$ cat config.mk
export PLATFORM = sky130hd
export DESIGN_NAME = run_length_image_validator_core
export DESIGN_NICKNAME = d
export VERILOG_FILES = /design/src/hdl/rliv_pkg.sv /design/src/hdl/rliv_cfg_regs.sv /design/src/hdl/rliv_parser.sv /design/src/hdl/run_length_image_validator_core.sv
export SDC_FILE = /design/constraint.sdc
export NUM_CORES = 1
export LEC_CHECK = 0
export BUFFER_PORTS_ARGS = -buffer_cell sky130_fd_sc_hd__buf_2
export CAP_MARGIN = 20
export CORE_ASPECT_RATIO = 1.1
export CORE_MARGIN = 10
export CORE_UTILIZATION = 40
export CTS_BUF_LIST = sky130_fd_sc_hd__clkbuf_16
export DETAILED_ROUTE_END_ITERATION = 7
export PLACE_DENSITY = 0.63
export SLEW_MARGIN = 10
export SYNTH_ARGS = -nofsm -noshare
export SYNTH_HDL_FRONTEND = slang
export SYNTH_SLANG_ARGS = --single-unit
$ cat constraint.sdc
create_clock -name clk -period 4.1 [get_ports clk]
set_input_delay 0.82 -clock clk [delete_from_list [all_inputs] [get_ports clk]]
set_output_delay 0.82 -clock clk [all_outputs]
set_load 0.01 [all_outputs]
$ cat src/hdl/rliv_pkg.sv
// Shared types and constants for the run-length image validator.
`default_nettype none
package rliv_pkg;

  // Configuration register indexes
  localparam logic [1:0] REG_MAGIC   = 2'd0;
  localparam logic [1:0] REG_VERSION = 2'd1;
  localparam logic [1:0] REG_LIMIT   = 2'd2;

  localparam logic [31:0] MAGIC_RST   = 32'h0000_0000;
  localparam logic [7:0]  VERSION_RST = 8'd1;
  localparam logic [15:0] LIMIT_RST   = 16'd4096;

  // Header byte positions
  localparam logic [3:0] HDR_VERSION   = 4'd4;
  localparam logic [3:0] HDR_PAD_LAST  = 4'd7;
  localparam logic [3:0] HDR_WIDTH_LO  = 4'd8;
  localparam logic [3:0] HDR_WIDTH_HI  = 4'd9;
  localparam logic [3:0] HDR_HEIGHT_LO = 4'd10;
  localparam logic [3:0] HDR_MAGIC_END = 4'd4;

  // Run byte positions
  localparam logic [2:0] RUN_LEN_LO = 3'd0;
  localparam logic [2:0] RUN_LEN_HI = 3'd1;
  localparam logic [2:0] RUN_LAST   = 3'd5;

  typedef enum logic [1:0] {
    PH_HEADER = 2'd0,
    PH_RUNS   = 2'd1,
    PH_DONE   = 2'd2
  } phase_t;

  typedef struct packed {
    logic [31:0] magic_word;
    logic [7:0]  format_version;
    logic [15:0] extent_limit;
  } cfg_t;

  typedef struct packed {
    logic        valid_res;
    logic [15:0] image_width;
    logic [15:0] image_height;
    logic [31:0] run_total;
  } res_t;

endpackage
`default_nettype wire

$ cat src/hdl/rliv_cfg_regs.sv
// Configuration register bank of the validator.
`default_nettype none
module rliv_cfg_regs (
  input  wire logic         clk,
  input  wire logic         rst_n,
  input  wire logic         wr_en,
  input  wire logic [1:0]   wr_index,
  input  wire logic [31:0]  wr_data,
  output rliv_pkg::cfg_t    cfg
);
  import rliv_pkg::*;

  cfg_t cfg_r;
  cfg_t cfg_nxt;

  always_comb begin
    cfg_nxt = cfg_r;
    if (wr_en) begin
      unique case (wr_index)
        REG_MAGIC:   cfg_nxt.magic_word     = wr_data;
        REG_VERSION: cfg_nxt.format_version = wr_data[7:0];
        REG_LIMIT:   cfg_nxt.extent_limit   = wr_data[15:0];
        default:     cfg_nxt = cfg_r;  // unused index, write dropped
      endcase
    end
  end

  always_ff @(posedge clk) begin
    if (!rst_n) begin
      cfg_r.magic_word     <= MAGIC_RST;
      cfg_r.format_version <= VERSION_RST;
      cfg_r.extent_limit   <= LIMIT_RST;
    end else begin
      cfg_r <= cfg_nxt;
    end
  end

  assign cfg = cfg_r;

endmodule
`default_nettype wire

$ cat src/hdl/rliv_parser.sv
// File parser: header and run checks, one byte per step, with the result of a final byte.
`default_nettype none
module rliv_parser (
  input  wire logic        clk,
  input  wire logic        rst_n,
  input  wire logic        step,
  input  wire logic [7:0]  data_byte,
  input  wire logic        is_last,
  input  rliv_pkg::cfg_t   cfg,
  output rliv_pkg::res_t   res
);
  import rliv_pkg::*;

  phase_t      phase_r,    phase_nxt;
  logic [3:0]  hdr_idx_r,  hdr_idx_nxt;
  logic [2:0]  run_idx_r,  run_idx_nxt;
  logic [15:0] width_r,    width_nxt;
  logic [15:0] height_r,   height_nxt;
  logic [15:0] row_fill_r, row_fill_nxt;
  logic [15:0] rows_r,     rows_nxt;
  logic [7:0]  len_lo_r,   len_lo_nxt;
  logic [31:0] runs_r,     runs_nxt;
  logic        failed_r,   failed_nxt;

  logic [7:0]  magic_byte;
  logic [15:0] run_len;
  logic [15:0] row_room;
  logic [15:0] new_height;
  logic [15:0] rows_inc;
  logic        ok;

  assign magic_byte = cfg.magic_word[{hdr_idx_r[1:0], 3'b000} +: 8];
  assign run_len    = {data_byte, len_lo_r};
  assign row_room   = width_r - row_fill_r;
  assign new_height = {data_byte, height_r[7:0]};
  assign rows_inc   = rows_r + 16'd1;

  always_comb begin
    phase_nxt    = phase_r;
    hdr_idx_nxt  = hdr_idx_r;
    run_idx_nxt  = run_idx_r;
    width_nxt    = width_r;
    height_nxt   = height_r;
    row_fill_nxt = row_fill_r;
    rows_nxt     = rows_r;
    len_lo_nxt   = len_lo_r;
    runs_nxt     = runs_r;
    failed_nxt   = failed_r;

    if (!failed_r) begin
      unique case (phase_r)
        PH_HEADER: begin
          hdr_idx_nxt = hdr_idx_r + 4'd1;
          priority if (hdr_idx_r < HDR_MAGIC_END) begin
            if (data_byte != magic_byte) failed_nxt = 1'b1;
          end else if (hdr_idx_r == HDR_VERSION) begin
            if (data_byte != cfg.format_version) failed_nxt = 1'b1;
          end else if (hdr_idx_r <= HDR_PAD_LAST) begin
            if (data_byte != 8'd0) failed_nxt = 1'b1;
          end else if (hdr_idx_r == HDR_WIDTH_LO) begin
            width_nxt = {8'd0, data_byte};
          end else if (hdr_idx_r == HDR_WIDTH_HI) begin
            width_nxt = {data_byte, width_r[7:0]};
          end else if (hdr_idx_r == HDR_HEIGHT_LO) begin
            height_nxt = {8'd0, data_byte};
          end else begin
            height_nxt = new_height;
            if (width_r == 16'd0 || new_height == 16'd0 ||
                width_r > cfg.extent_limit || new_height > cfg.extent_limit) begin
              failed_nxt = 1'b1;
            end else begin
              phase_nxt    = PH_RUNS;
              row_fill_nxt = 16'd0;
              rows_nxt     = 16'd0;
              run_idx_nxt  = RUN_LEN_LO;
            end
          end
        end
        PH_RUNS: begin
          run_idx_nxt = (run_idx_r >= RUN_LAST) ? RUN_LEN_LO : run_idx_r + 3'd1;
          if (run_idx_r == RUN_LEN_LO) begin
            len_lo_nxt = data_byte;
          end else if (run_idx_r == RUN_LEN_HI) begin
            if (run_len == 16'd0 || run_len > row_room) failed_nxt = 1'b1;
            else row_fill_nxt = row_fill_r + run_len;
          end else if (run_idx_r == RUN_LAST) begin
            // colour word top byte must be zero
            if (data_byte != 8'd0) begin
              failed_nxt = 1'b1;
            end else begin
              runs_nxt = runs_r + 32'd1;
              if (row_fill_r == width_r) begin
                row_fill_nxt = 16'd0;
                rows_nxt     = rows_inc;
                if (rows_inc == height_r) phase_nxt = PH_DONE;
              end
            end
          end
        end
        PH_DONE:  failed_nxt = 1'b1;  // trailing byte
        default:  failed_nxt = 1'b1;
      endcase
    end

    ok                 = !failed_nxt && (phase_nxt == PH_DONE);
    res.valid_res      = ok;
    res.image_width    = ok ? width_nxt  : 16'd0;
    res.image_height   = ok ? height_nxt : 16'd0;
    res.run_total      = ok ? runs_nxt   : 32'd0;

    // final byte: start afresh for the next file
    if (is_last) begin
      phase_nxt    = PH_HEADER;
      hdr_idx_nxt  = 4'd0;
      run_idx_nxt  = 3'd0;
      width_nxt    = 16'd0;
      height_nxt   = 16'd0;
      row_fill_nxt = 16'd0;
      rows_nxt     = 16'd0;
      len_lo_nxt   = 8'd0;
      runs_nxt     = 32'd0;
      failed_nxt   = 1'b0;
    end
  end

  always_ff @(posedge clk) begin
    if (!rst_n) begin
      phase_r    <= PH_HEADER;
      hdr_idx_r  <= 4'd0;
      run_idx_r  <= 3'd0;
      width_r    <= 16'd0;
      height_r   <= 16'd0;
      row_fill_r <= 16'd0;
      rows_r     <= 16'd0;
      len_lo_r   <= 8'd0;
      runs_r     <= 32'd0;
      failed_r   <= 1'b0;
    end else if (step) begin
      phase_r    <= phase_nxt;
      hdr_idx_r  <= hdr_idx_nxt;
      run_idx_r  <= run_idx_nxt;
      width_r    <= width_nxt;
      height_r   <= height_nxt;
      row_fill_r <= row_fill_nxt;
      rows_r     <= rows_nxt;
      len_lo_r   <= len_lo_nxt;
      runs_r     <= runs_nxt;
      failed_r   <= failed_nxt;
    end
  end

endmodule
`default_nettype wire

$ cat src/hdl/run_length_image_validator_core.sv
// Top level of the run-length image validator.
// Takes one file byte per cycle while input is not held back: a request is
// held in an input register and checked by the parser as it leaves that
// register, the parser state updating once per byte. Only a byte marked last
// produces a result, which lands in the result register at the edge where
// that byte leaves the input register. Input is held back only when a final
// byte finds the result register still full and not being taken. Results
// are valid flag, width, height and run count, all zero on rejection.
// Configuration writes are taken in any cycle and should be made while no
// file is in flight.
`default_nettype none
module run_length_image_validator_core (
  input  wire logic        clk,
  input  wire logic        rst_n,
  input  wire logic        in_valid,
  output logic             in_ready,
  input  wire logic [7:0]  in_data_byte,
  input  wire logic        in_is_last,
  output logic             out_valid,
  input  wire logic        out_ready,
  output logic             out_valid_res,
  output logic [15:0]      out_image_width,
  output logic [15:0]      out_image_height,
  output logic [31:0]      out_run_total,
  input  wire logic        cfg_valid,
  output logic             cfg_ready,
  input  wire logic [1:0]  cfg_index,
  input  wire logic [31:0] cfg_data
);
  import rliv_pkg::*;

  cfg_t cfg;
  res_t res;
  res_t res_r;

  logic       in_valid_r, in_valid_nxt;
  logic [7:0] in_byte_r;
  logic       in_last_r;
  logic       out_valid_r, out_valid_nxt;
  logic       out_free;
  logic       step;
  logic       in_take;

  assign cfg_ready = 1'b1;

  rliv_cfg_regs u_cfg (
    .clk      (clk),
    .rst_n    (rst_n),
    .wr_en    (cfg_valid),
    .wr_index (cfg_index),
    .wr_data  (cfg_data),
    .cfg      (cfg)
  );

  assign out_free = !out_valid_r || out_ready;
  assign step     = in_valid_r && (!in_last_r || out_free);
  assign in_ready = !in_valid_r || step;
  assign in_take  = in_valid && in_ready;

  rliv_parser u_parser (
    .clk       (clk),
    .rst_n     (rst_n),
    .step      (step),
    .data_byte (in_byte_r),
    .is_last   (in_last_r),
    .cfg       (cfg),
    .res       (res)
  );

  always_comb begin
    in_valid_nxt = in_valid_r;
    if (in_take)   in_valid_nxt = 1'b1;
    else if (step) in_valid_nxt = 1'b0;

    out_valid_nxt = out_valid_r;
    if (step && in_last_r) out_valid_nxt = 1'b1;
    else if (out_ready)    out_valid_nxt = 1'b0;
  end

  always_ff @(posedge clk) begin
    if (!rst_n) begin
      in_valid_r  <= 1'b0;
      out_valid_r <= 1'b0;
    end else begin
      in_valid_r  <= in_valid_nxt;
      out_valid_r <= out_valid_nxt;
    end
  end

  always_ff @(posedge clk) begin
    if (in_take) begin
      in_byte_r <= in_data_byte;
      in_last_r <= in_is_last;
    end
    if (step && in_last_r) res_r <= res;
  end

  assign out_valid        = out_valid_r;
  assign out_valid_res    = res_r.valid_res;
  assign out_image_width  = res_r.image_width;
  assign out_image_height = res_r.image_height;
  assign out_run_total    = res_r.run_total;

endmodule
`default_nettype wire

==> results.txt, run 1 <==
The run finished, with violations left. The checks that failed: negative setup slack. The post-synthesis async set-or-reset flop share is 0%, and the average wire length per cell after detail routing is 18.29 um. In this run, CTS created clock tree buffers numbering 29.

In this run the mean area of a mapped cell was 8.491 sq um. The clock reaches the later pin of the worst-skew pair after 0.56 ns. Counting every sink on the clock net gives 246. After synthesis, flip-flops and latches occupy 40.98% of the total area. For the worst flop-to-flop path, the logic depth is 20.

The number of flip-flops and latches in the synthesized netlist is 246. The endpoint arrival time on the critical path came out at 4.76 ns. Prior to clock tree synthesis, the placed netlist has a worst setup slack of -0.4869 ns.

Of the total synthesized cell area, the portion taken by XOR and XNOR cells is 6.083%. The logs give 3318 for the total of fill cells in the finished design and 2237 for the count of non-filler cells in the finished layout. Derived from the worst setup path, the maximum achievable clock frequency is 233.4 MHz. The most frequently used flop master after synthesis is sky130_fd_sc_hd__dfxtp_1. The synthesized netlist devotes 8.164% of its cell area to adder and majority cells. Capturing element type of the critical path: a register. Routability-driven placement finished with a final weighted congestion of 0.9613. From bottom edge to top edge, the die measures 215.0 um.

The floorplan step set the die width to 197.2 um. TritonCTS built the clock tree. Gate family responsible for the most delay along the worst path: compound AO/OA/AOI/OAI gates.

The tools report the clock power share as 45.0%. The run gives 3 as the number of buffers on the longest clock path. Via count of the first global-routing pass: 12.09k. The HPWL after detailed placement is 29790 um. The run gives 1765 as the net count after synthesis.

Power comes to 0.005237 W. In this run the worst path has a maximum fanout of 8. Relative to the synthesized area, the layout overhead comes to 18.32%.

The number of inserted diodes is 0, and the largest net degree at the start of global routing is 79. Summed over all failing endpoints, the final setup total negative slack is -2.151 ns. After clock tree synthesis, the clock-pin slew on the worst setup and hold paths is 0.06 ns.

The count of endpoints failing hold in the final timing report was 0; the number of cells on the worst hold path was 1. The total overflow left after global routing is 0. Detailed routing inserted a total of 12.48k vias. Buffers placed on the I/O ports in this run total 114.

The final worst slack is -0.1841 ns. After synthesis, the largest family of logic cells by area is simple AND/OR/NAND/NOR gates. The first routing iteration left 876 violations.

The count of buffer and inverter cells on the critical path was 2; the final clock skew was 0.02115 ns. The worst setup path is of the register to register kind. Once placement finished, the instance area stood at 0.01521 sq mm. The first global-routing pass estimated 65420 um of wire. Walking the worst path, the cells encountered are inv_2 > buf_6 > fa_2 > a21o_1 > a21oi_2 > o221ai_2 > a21o_1 > a21oi_2 > o21ai_2 > a21o_1 > a21oi_2 > xor2_1 > ha_1 > a21o_1 > a21oi_2 > o211ai_1 > a32oi_2 > o211ai_4 > or4b_1 > a31oi_1. The cell count after synthesis came out at 1628.

The synthesized netlist devotes 22.17% of its cell area to simple gates. The core footprint was 0.03420 sq mm. The logs give 39.92% for the worst-case headroom to the max-slew limit and 0 for the count of yosys warnings during synthesis. The clock tree root buffer cell was sky130_fd_sc_hd__clkbuf_16. The largest individual stage delay along the critical path comes from the cell sky130_fd_sc_hd__or4b_1. The logs give 1914 for the net total in the final layout and 2170 for the cell count after placement.

The multiplexer share of the synthesized area came out at 2.136%. The tools report the number of hold-repair buffers added at the cts stage as 0. Summing the areas of all compound-gate instances in the mapped netlist gives 16.48% of the synthesized area. The total wire length after detailed routing was 40920 um. The number of antenna violations at the first check in global routing is 1, and the number of I/O pins is 116. After synthesis, the netlist uses 71 different library cells.

The detail route stage leaves a number of antenna-violating nets equal to 0. In this run the worst setup path begins at u_parser.row_fill_r[1]$_SDFFE_PN0P_. Summing every instance area after synthesis gives 0.01382 sq mm. The analysis attributes to net switching a power of 0.001258 W.

Subtracting the final worst setup slack from the clock period gives 4.284 ns. Power density over the cells: 320.2 mW/mm^2. The worst hold endpoint is in_byte_r[3]$_DFFE_PP_. Setup slack on the worst reg-to-reg path comes out at -0.18 ns.

Die footprint: 0.04240 sq mm. The worst path uses 104.5% of the clock period. Of the total power, the share spent switching nets is 24.02%. The number of enable-type register cells in the synthesized netlist is 74, and the proportion of layout cells with a drive suffix above 1 is 17.07%. The number of iterations in the first detailed-routing pass was 5.

The worst IR drop on VDD came out at 0.3162 mV. The start of the worst register-to-register path was u_parser.row_fill_r[1]$_SDFFE_PN0P_. The initial utilization of the core area, before any placement, comes to 40.42%.

Using the TritonRoute via totals, the vias-per-cell ratio works out to 5.577. In this run the static leakage power is 6.282 nW. The run gives 4.57 ns as the data required time of the worst path. The number of pins exceeding their max-slew limit in the final report came out at 0. The worst reg2reg path endpoint is u_parser.row_fill_r[15]$_SDFFE_PN0P_. Internal power comes to 0.003979 W. STA classifies the critical path startpoint as a register. The depth of the CTS H-tree came out at 1. With fillers left out, the area of the finished cells amounts to 0.01636 sq mm. The tool flagged a number of max-cap violations equal to 0. At the pin with the least slew margin, the transition time is 0.8972 ns. Setup repair after global routing could not meet its margin everywhere.

The worst min-delay path category was input port to register. On the worst path, the slowest cell contributes a delay of 0.52 ns. Standard-cell row count: 71. The overall track demand over capacity in global routing came out at 18.75%. The run gives 16 as the number of setup violations in the final report. The beginning of the worst hold path was in_data_byte[3]. For the sequential share of power, the log shows 48.7%. For this run, design rule violations remaining after detail routing come to 0.

Combinational logic is responsible for 6.2% of the overall power.
## per-stage QoR
stage	hold WS [ns]	utilization, %
after floorplan	0.4331	-
after global placement	0.4400	44.42
after detailed placement	0.4467	44.47
after CTS	0.4267	47.57
after global routing	0.4323	47.82
final	0.4423	47.82
## routing by layer
metal  GRT usage [%]  wire (um)
met5               0          8
met4           7.234       1552
met3           3.407       2945
met2           30.14      18610
met1           24.42      17800
## power by group through the flow
| stage | combinational, W | clock (W) | sequential [W] |
|---|---|---|---|
| 2_1_floorplan | 0.000189 | 0 | 0.00260 |
| 3_3_place_gp | 0.000307 | 0 | 0.00260 |
| 3_5_place_dp | 0.000314 | 0 | 0.00260 |
| 4_1_cts | 0.000325 | 0.00240 | 0.00255 |
| 5_1_grt | 0.000360 | 0.00249 | 0.00255 |
| 6_report | 0.000327 | 0.00236 | 0.00255 |
## what timing repair did
item | in CTS | in global routing
cloned | 1 | 1
setup endpoints to repair | 16 | 17
setup buffers | 13 | 3
pin swaps | 31 | 33
resized for setup | 29 | 21
## cell families after synthesis
logic type / after synthesis
xor+xnor: 96
fa+ha+maj: 89
flops: 246
compound gates: 377
simple gates: 656
buf+inv: 140
other cells: 1
mux: 23
## Yosys cell counts, types with 15 or more instances
master / count / share of area (%)
sky130_fd_sc_hd__o21ai_0: 51 / 1.8
sky130_fd_sc_hd__nor2b_1: 17 / 0.77
sky130_fd_sc_hd__and3_1: 20 / 0.91
sky130_fd_sc_hd__nand2_1: 234 / 6.4
sky130_fd_sc_hd__a21o_1: 19 / 1.0
sky130_fd_sc_hd__ha_1: 87 / 7.9
sky130_fd_sc_hd__inv_1: 57 / 1.5
sky130_fd_sc_hd__nand3_1: 47 / 1.7
sky130_fd_sc_hd__nor4_1: 15 / 0.68
sky130_fd_sc_hd__or3_1: 26 / 1.2
sky130_fd_sc_hd__a22oi_1: 46 / 2.5
sky130_fd_sc_hd__edfxtp_1: 74 / 16
sky130_fd_sc_hd__a21oi_1: 172 / 6.2
sky130_fd_sc_hd__nor3_1: 40 / 1.4
sky130_fd_sc_hd__nor2_1: 177 / 4.8
sky130_fd_sc_hd__xor2_1: 39 / 2.5
sky130_fd_sc_hd__dfxtp_1: 172 / 25
sky130_fd_sc_hd__nand4_1: 23 / 1.0
sky130_fd_sc_hd__xnor2_1: 57 / 3.6
sky130_fd_sc_hd__clkbuf_1: 66 / 1.8
sky130_fd_sc_hd__mux2i_1: 16 / 1.2
sky130_fd_sc_hd__o21a_1: 19 / 1.0
## layout by cell type (no fill, tap or decap), drive strengths merged, types with 24 or more instances in the layout
master    n
nor3     41
a21oi   172
nand3    47
nor2    178
buf     200
nand2   236
o21ai    55
ha       87
edfxtp   74
dfxtp   172
xnor2    57
a22oi    46
xor2     39
nand4    24
clkbuf   29
or3      27
inv      68
## final cells by class
cell class	count	area [sq um]	area share (%)
Multi-Input combinational cell	1242	7792	47.64
Sequential cell	246	5669	34.66
Timing Repair Buffer	200	1265	7.734
Clock buffer	29	725.7	4.437
Tap cell	438	548.0	3.351
Inverter	58	220.2	1.346
Clock inverter	24	135.1	0.8262
## how the worst max path moves through the flow
stage | end | slack, ns | depth (start not counted)
finish | u_parser.row_fill_r[15]$_SDFFE_PN0P_ | -0.18 | 20
global route | u_parser.row_fill_r[6]$_SDFFE_PN0P_ | -0.38 | 21
CTS | u_parser.row_fill_r[3]$_SDFFE_PN0P_ | -0.14 | 22
detailed placement | u_parser.row_fill_r[9]$_SDFFE_PN0P_ | -0.49 | 21
global placement | u_parser.row_fill_r[6]$_SDFFE_PN0P_ | -0.33 | 21
floorplan | u_parser.row_fill_r[5]$_SDFFE_PN0P_ | 0.03 | 22
## worst register-to-register path, delay by kind of cell, from the launching register on
family / cells / cell delay (ns)
AND/OR/NAND/NOR: 1 / 0.52
flip-flops: 1 / 0.33
AO/OA/AOI/OAI: 14 / 2.38
adder cells (fa/ha/maj): 2 / 0.65
buffers and inverters: 2 / 0.18
XOR/XNOR: 1 / 0.16
## flip-flops by register name, summed over array words and instances (netlist names), 2 cells and up
name                 count
out_run_total           32
u_parser.len_lo_r        8
out_image_width         16
u_parser.run_idx_r       3
u_parser.row_fill_r     16
u_parser.height_r       16
u_parser.runs_r         32
u_parser.rows_r         16
out_image_height        16
u_parser.hdr_idx_r       4
u_parser.phase_r         2
in_byte_r                8
u_cfg.cfg               56
u_parser.width_r        16
No activity file was read; power rests on OpenSTA's default activity.
==> run 2: changes to the inputs <==
Settings changed: SETUP_SLACK_MARGIN set to 0.05.
==> run 2 against run 1 <==
The run still ends with negative setup slack left; non-clock buffer count shrank 6; cell area rose by 0.16%; highest routed layer is now met4; worst setup slack improved by 0.13 ns; routed wire length down 0.73%; die area unchanged; fmax grew 3.2%; sequential power about the same; clock skew about the same; sequential share of layout area decreased by 0.056 points; hold slack gained 0.011 ns; global-route usage fell by 0.090 points; sequential cell count stayed put.
==> results.txt, run 2 (synthesis gave the netlist of run 1 again) <==
The remaining global-route overflow came out at 0. In the final design database the tool counted 1906 nets. Timing analysis after detailed placement gives a worst setup slack of -0.3298 ns.

For the worst IR drop on VDD, the log shows 0.2931 mV. In this run the static leakage power is 6.290 nW. The run gives 0 as the count of nets left with antenna violations after detail routing. The capture point of the critical path was u_parser.row_fill_r[5]$_SDFFE_PN0P_.

From left edge to right edge, the die measures 197.2 um. The core region is 0.03420 sq mm. Count of endpoints failing hold in the final timing report: 0. After detailed placement, the total cell area comes to 0.01517 sq mm.

Across every metal layer, demand over resource in global routing totals 18.66%. The tools report the source of the critical timing path as u_parser.width_r[0]$_SDFFE_PN0P_. Dividing the detail-routed via count by the number of cells gives 5.522. Across all register-to-register paths, the minimum setup slack is -0.05 ns. Cell count after placement: 2166.

The first global-routing pass estimated 65340 um of wire. For this run, the top clock speed supported by timing is 241.0 MHz. Setup violations remaining at the end of the flow were counted as 9.

The final reports fail on negative setup slack. The logs give 29810 um for the placed wire-length estimate after detailed placement and 0 for the number of inserted diodes. The area growth from synthesis to layout is 18.51%. The final worst slack is -0.04989 ns. The kind of start point of the critical path is a register. The tools report the number of pins exceeding their max-slew limit in the final report as 0. Entering global routing, the biggest net connects 73 pins. For this design, the CTS-stage hold fixing added 0 buffers. The depth of the worst register-to-register path is 22. The library cell used most frequently in the layout, excluding fill and tap cells, is sky130_fd_sc_hd__nand2_1. Dividing the detail-routed wire length by the instance count gives 18.23 um.

The total clock sinks was 246; the maximum fanout encountered on the critical timing path was 8. The top cell types in the final layout, fill and taps aside, are sky130_fd_sc_hd__nand2_1, sky130_fd_sc_hd__nor2_1, sky130_fd_sc_hd__dfxtp_1. The worst register-to-register path begins at u_parser.width_r[0]$_SDFFE_PN0P_.

The number of iterations in the first detailed-routing pass is 5, and the clock network latency to the later pin of the worst-skew pair is 0.55 ns. The first routing iteration left 929 violations. The number of flip-flops in the largest register came out at 56. Setup repair after global routing could not meet its margin everywhere. TritonCTS built the clock tree. Across the run, the number of max-cap violations was 0. The floorplan step set the die height to 215.0 um. The logs give 2228 for the count of non-filler cells in the finished layout and 12.10k for the via count of the first global-routing pass. The final clock skew is 0.02121 ns, and the design area is 0.01638 sq mm.

The starting density of the core came out at 40.42%. The clock passes through at most 3 buffers. By startpoint and endpoint, the worst setup path is classified as register to register. Routability-driven placement finished with a final weighted congestion of 0.9153. The routed design could run at a clock period as short as 4.150 ns.

The tools report the standard-cell row count as 71. In this run the worst hold path is classified as register to register. The depth of the CTS H-tree was 1. The tools report the die footprint as 0.04240 sq mm. Counting the fill cells in the layout gives 3253. The slew at the pin closest to its max-slew limit works out to 0.8914 ns. The number of antenna violations at the first check in global routing was 0. The flow ran to the end, but the final reports show violations. For the worst setup path, the data required time is 4.56 ns. In this run, CTS created clock tree buffers numbering 27.

The endpoint arrival time on the critical path came out at 4.61 ns. In this run the critical register-to-register path is captured at u_parser.row_fill_r[5]$_SDFFE_PN0P_. The number of cells on the worst hold path is 2, and the worst-case headroom to the max-slew limit is 40.12%.

Summing over every cut layer, the via total after detailed routing is 12.30k. The power density over the cells was 336.2 mW/mm^2; the total of buffers placed on input and output ports was 114. Clock tree root buffer cell: sky130_fd_sc_hd__clkbuf_16. Capturing element type of the critical path: a register. For the number of I/O pins, the log shows 116. Cells with a size suffix above 1 make up 16.70% of the layout. Clock edge transition at the registers on the reported setup and hold paths: 0.06 ns.

Wires add up to 40620 um. The run gives 0 as the number of DRC violations after detailed routing. The final critical-path share of the clock period was 101.2%.
## run 2: cell count changes in the layout (fill, tap and decap cells not counted), sizes merged
cell	before	now
inv	68	61
clkinv	10	12
clkbuf	29	28
clkinvlp	3	1
buf	200	194
bufinv	1	6
## run 2: cell type report
| type | count | area [sq um] | area share [%] |
|---|---|---|---|
| flip-flops and latches | 246 | 5669 | 34.61 |
| clock buffers | 28 | 700.7 | 4.277 |
| repair buffers | 194 | 1214 | 7.408 |
| well taps | 438 | 548.0 | 3.345 |
| inverters | 58 | 220.2 | 1.344 |
| clock inverters | 22 | 259.0 | 1.581 |
| multi-input cells | 1242 | 7771 | 47.44 |
## run 2: where the power goes
group          total, W  leakage [nW]  internal, W  switching [W]
Sequential      0.00255          2.21      0.00253      0.0000232
Clock           0.00264         0.480      0.00161        0.00102
Combinational  0.000320          3.60     0.000112       0.000209
Total           0.00551          6.29      0.00425        0.00126
## run 2: stage by stage
stage	TNS [ns]	hold slack (ns)	power [W]	utilization [%]
finish	-0.2636	0.4529	0.005508	47.90
global route	-3.774	0.4536	0.005696	47.90
CTS	-2.707	0.4449	0.005558	47.54
detailed placement	-4.412	0.4458	0.002913	44.36
global placement	-3.611	0.4412	0.002907	44.36
floorplan	0	0.4331	0.002789	-
## run 2: how the worst min path moves through the flow
stage / startpoint / endpoint / slack, ns
6_report: u_cfg.cfg[31]$_SDFFE_PN0P_ / u_cfg.cfg[31]$_SDFFE_PN0P_ / 0.45
5_1_grt: in_data_byte[4] / in_byte_r[4]$_DFFE_PP_ / 0.45
4_1_cts: in_data_byte[4] / in_byte_r[4]$_DFFE_PP_ / 0.44
3_5_place_dp: u_cfg.cfg[31]$_SDFFE_PN0P_ / u_cfg.cfg[31]$_SDFFE_PN0P_ / 0.45
3_3_place_gp: u_cfg.cfg[31]$_SDFFE_PN0P_ / u_cfg.cfg[31]$_SDFFE_PN0P_ / 0.44
2_1_floorplan: u_cfg.cfg[40]$_SDFFE_PN0P_ / u_cfg.cfg[40]$_SDFFE_PN0P_ / 0.43
## run 2: routing by layer
metal  part of all wire [%]  track usage, %  wire length, um
met1                     45           24.88            18350
met2                     46           30.58            18660
met3                    6.4           2.766             2596
met4                    2.5           5.362             1017
met5                      0               0                0
## run 2: timing repair
item | 4_1_cts | 5_1_grt
gates resized for setup | 20 | 23
endpoints found under the setup margin | 17 | 17
setup buffers | 9 | 1
pin swaps | 35 | 29
gates cloned | 1 | 0
## run 2: critical path, cell delays in order (launching register included)
cell and delay, ns:
sky130_fd_sc_hd__dfxtp_2 0.32, sky130_fd_sc_hd__inv_2 0.08, sky130_fd_sc_hd__ha_4 0.14, sky130_fd_sc_hd__inv_2 0.03, sky130_fd_sc_hd__fa_2 0.34, sky130_fd_sc_hd__a21o_1 0.18, sky130_fd_sc_hd__a21oi_2 0.16, sky130_fd_sc_hd__o221ai_2 0.12
sky130_fd_sc_hd__a21o_1 0.20, sky130_fd_sc_hd__a21oi_2 0.17, sky130_fd_sc_hd__o21ai_2 0.08, sky130_fd_sc_hd__a21o_1 0.18, sky130_fd_sc_hd__a21oi_2 0.14, sky130_fd_sc_hd__xor2_1 0.15, sky130_fd_sc_hd__ha_1 0.26, sky130_fd_sc_hd__a21o_1 0.16
sky130_fd_sc_hd__a21oi_1 0.13, sky130_fd_sc_hd__o211ai_1 0.13, sky130_fd_sc_hd__a32oi_2 0.26, sky130_fd_sc_hd__o211ai_4 0.19, sky130_fd_sc_hd__buf_4 0.20, sky130_fd_sc_hd__or3b_4 0.35, sky130_fd_sc_hd__a21oi_1 0.12
==> run 3: changes to the inputs <==
Settings changed: ABC_AREA set to 1.
==> run 3 against run 2 <==
The flow now finishes without violations; routed wire length rose by 11%; cell area rose by 5.3%; sequential power rose by 2%; synthesized area rose by 6.3%; core utilization fell by 0.19 points; clock-buffer cell count rose by 2; die area rose by 5.7%; register-to-register slack improved by 0.36 ns; first-iteration DRC count rose by 11%; sequential cell count did not move; critical endpoint is now out_image_width[2]$_SDFFCE_PN0P_.
==> results.txt, run 3 <==
The capturing element type of the critical path is a register. Counting flops with an async set or reset pin after synthesis yields a share of 0%. Before CTS, the worst setup slack after placement is -0.05502 ns.

Static timing analysis puts the maximum clock frequency at 263.9 MHz. The worst IR drop on VDD is 0.2705 mV, and the total of buffers placed on input and output ports is 114. The depth of the CTS H-tree is 1. The final worst slack is 0.3104 ns, and the net total in the final layout is 2227.

The slowest library cell on the worst path is sky130_fd_sc_hd__fa_2. In this run the worst setup path begins at u_parser.row_fill_r[0]$_SDFFE_PN0P_. Across the routed clock network, the largest skew measured is 0.01158 ns. In the final routed layout, each cell accounts on average for 17.43 um. By instance count, the leading cell after synthesis is sky130_fd_sc_hd__nand2_1.

After synthesis, the largest area contributor takes up 23.44% of total cell area. Buffers inserted to repair hold after CTS numbered 0. The worst min-delay path category is input port to register. The largest total area in the synthesized netlist belongs to sky130_fd_sc_hd__dfxtp_1. The run gives 0.01469 sq mm as the post-synthesis instance area. For the starting DRC count in detailed routing, the log shows 1033. The HPWL after detailed placement is 33410 um.

The count of nets left with antenna violations once routing finished came out at 0. The run finished with clean final reports. For the count of distinct cell types in the synthesized netlist, the log shows 48.

TritonCTS built the clock tree. The congestion estimate from routability-driven global placement came to 0.9491. After synthesis the netlist holds a flip-flop and latch count of 246. The clock edge transition at the registers on the reported setup and hold paths was 0.06 ns; the final critical-path share of the clock period was 92.43%.

The library cells used most frequently in the layout, excluding fill and tap cells, are sky130_fd_sc_hd__nand2_1, sky130_fd_sc_hd__inv_1, sky130_fd_sc_hd__nor2_1. In this run the static leakage power is 7.009 nW. The run gives 45290 um as the total wire length after detailed routing. Global routing finished with a remaining overflow of 0. The clock passes through at most 3 buffers. Sorting the synthesized cells by area gives the leading types as sky130_fd_sc_hd__dfxtp_1, sky130_fd_sc_hd__edfxtp_1, sky130_fd_sc_hd__nand2_1. By instance count, the cell type seen most on the critical path is sky130_fd_sc_hd__nand4_1. Synthesis produced a netlist with a net count of 2096. The register with the most flip-flops in the layout has 56 of them. The clock period could shrink to 3.790 ns. For this run, the number of Yosys warnings is 0. The tools report the start of the worst register-to-register path as u_parser.row_fill_r[0]$_SDFFE_PN0P_.

The via count of the first global-routing pass came out at 13.09k. The tools report the number of inserted diodes as 0. On the final layout, the worst hold slack is 0.4363 ns. Summing all placed instances gives a cell area of 0.01600 sq mm. After synthesis, the most frequently instantiated cells are sky130_fd_sc_hd__nand2_1, sky130_fd_sc_hd__inv_1, sky130_fd_sc_hd__nor2_1.

Along the worst path, the maximum fanout reaches 7. Counting every sink on the clock net gives 246. The worst-case headroom to the max-slew limit was 34.54%; the overall track demand over capacity in global routing was 19.27%.

Measured along the y axis, the die boundary spans 221.0 um. The standard-cell row count was 73; the slew at the pin closest to its max-slew limit was 0.9808 ns. The worst register-to-register path ends at out_image_width[2]$_SDFFCE_PN0P_. The mean instance size in the synthesized netlist works out to 7.499 sq um. Max-cap violations in this run came to 0. After detailed routing, the number of vias per cell comes to 5.298. The largest stage delay on the critical path is 0.41 ns. The tools report the capture point of the critical path as out_image_width[2]$_SDFFCE_PN0P_. The setup path with the least slack is of type register to register. Number of pins exceeding their max-slew limit in the final report: 0. TritonCTS created 29 clock buffers.

Largest net degree at the start of global routing: 78. The number of enable-type register cells in the synthesized netlist works out to 74. The library cell used most frequently in the layout, excluding fill and tap cells, is sky130_fd_sc_hd__nand2_1. In this run the power density over the cells is 325.2 mW/mm^2. Setup repair after global routing left no endpoint under its margin. The via count of the routed design is 13.77k.

The number of I/O pins is 116. The tools report the synthesized instance count as 1959. The first global-routing pass estimated 71000 um of wire. The die extent in x came out at 202.7 um.

The tools report the register area share after synthesis as 38.57%. Clock tree root buffer cell: sky130_fd_sc_hd__clkbuf_16. Most frequently used flop master after synthesis: sky130_fd_sc_hd__dfxtp_1. The tools report the data required time of the worst path as 4.49 ns.

The number of iterations in the first detailed-routing pass was 6; the number of DRC violations after detailed routing was 0. The run gives 0.03617 sq mm as the core footprint. STA classifies the critical path startpoint as a register. The area growth from synthesis to layout was 17.47%.

Counting the fill cells in the layout gives 3611. Cells fill 47.71% of the core in the end. For the worst flop-to-flop path, the logic depth is 24. For this configuration, the core starts out at a cell density of 40.62%.

The design area was 0.01726 sq mm. The die footprint came out at 0.04480 sq mm. In the final layout, the share of cells above drive strength 1 is 15.91%. Across all register-to-register paths, the minimum setup slack is 0.31 ns. The signal on the critical path passes through ha_4 > inv_1 > fa_2 > nand3_2 > nand2_4 > a21oi_4 > o221ai_2 > a21oi_1 > nor2_1 > nor2_1 > xor2_1 > ha_1 > nand4_1 > nor2_2 > nand4_1 > nand2_2 > nand3_1 > nand4_1 > nand2_1 > inv_2 > nand2_8 > buf_4 > clkbuf_16 > nor3_2. The logs give 4.18 ns for the endpoint arrival time on the critical path and 0 for the count of endpoints failing hold in the final timing report. Clock latency on the worst-skew pair, taken at its later pin, is 0.56 ns.

Setup violations remaining at the end of the flow were counted as 0. For the number of antenna violations at the first check in global routing, the log shows 0.
[run 3: repair_timing]
item / in CTS / in global routing
gates cloned: 0 / 3
gates resized for setup: 2 / 37
pin swaps: 0 / 17
setup endpoints to repair: 63 / 81
buffers inserted: 0 / 10
[run 3: through the flow]
step	setup TNS [ns]	power, W	std cells
after floorplan	0	0.002882	1959
after global placement	0	0.003035	2533
after detailed placement	-0.2578	0.003043	2533
after CTS	0	0.005655	2586
after global routing	0	0.005804	2599
final	0	0.005612	2599
[run 3: area by class of cell]
| type | count | area [sq um] | share of cell area [%] |
|---|---|---|---|
| Multi-Input combinational cell | 1394 | 7893 | 45.74 |
| Sequential cell | 246 | 5670 | 32.86 |
| Timing Repair Buffer | 179 | 1222 | 7.084 |
| Inverter | 240 | 903.4 | 5.235 |
| Clock buffer | 30 | 750.7 | 4.350 |
| Tap cell | 487 | 609.3 | 3.531 |
| Clock inverter | 23 | 207.7 | 1.204 |
[run 3: cell families after synthesis]
logic type,after synthesis,synth area share [%]
compound gates,363,13.51
other cells,1,0.02553
flops,246,38.57
mux,1,0.06814
fa+ha+maj,89,7.682
simple gates,873,27.27
xor+xnor,67,4.182
buf+inv,319,8.696
[run 3: how the worst min path moves through the flow]
stage                                         end  slack, ns  cells past startpoint                               start
2_1_floorplan    u_parser.rows_r[13]$_SDFFE_PN0P_       0.44                      2    u_parser.rows_r[13]$_SDFFE_PN0P_
3_3_place_gp   u_parser.height_r[14]$_SDFFE_PN0P_       0.45                      2  u_parser.height_r[14]$_SDFFE_PN0P_
3_5_place_dp     u_parser.rows_r[10]$_SDFFE_PN0P_       0.47                      2    u_parser.rows_r[10]$_SDFFE_PN0P_
4_1_cts                    in_byte_r[3]$_DFFE_PP_       0.42                      1                     in_data_byte[3]
5_1_grt                    in_byte_r[3]$_DFFE_PP_       0.43                      1                     in_data_byte[3]
6_report                   in_byte_r[3]$_DFFE_PP_       0.44                      1                     in_data_byte[3]
[run 3: worst max-delay path, delay by kind of cell, from the launching register on]
| family | cells | cell delay, ns |
|---|---|---|
| flops | 1 | 0.38 |
| fa+ha+maj | 3 | 0.86 |
| simple gates | 13 | 1.33 |
| compound gates | 3 | 0.46 |
| buf+inv | 4 | 0.49 |
| xor+xnor | 1 | 0.09 |
[run 3: power breakdown]
| part | switching (W) | internal [W] | total, W |
|---|---|---|---|
| Combinational | 0.000273 | 0.000130 | 0.000403 |
| Sequential | 0.0000440 | 0.00255 | 0.00260 |
| Clock | 0.00105 | 0.00157 | 0.00261 |
[run 3: per-layer routing]
layer / share of wire (%) / track usage, %
met5: 0 / 0
met4: 3.0 / 6.070
met3: 6.8 / 3.127
met2: 46 / 31.79
met1: 44 / 25.19
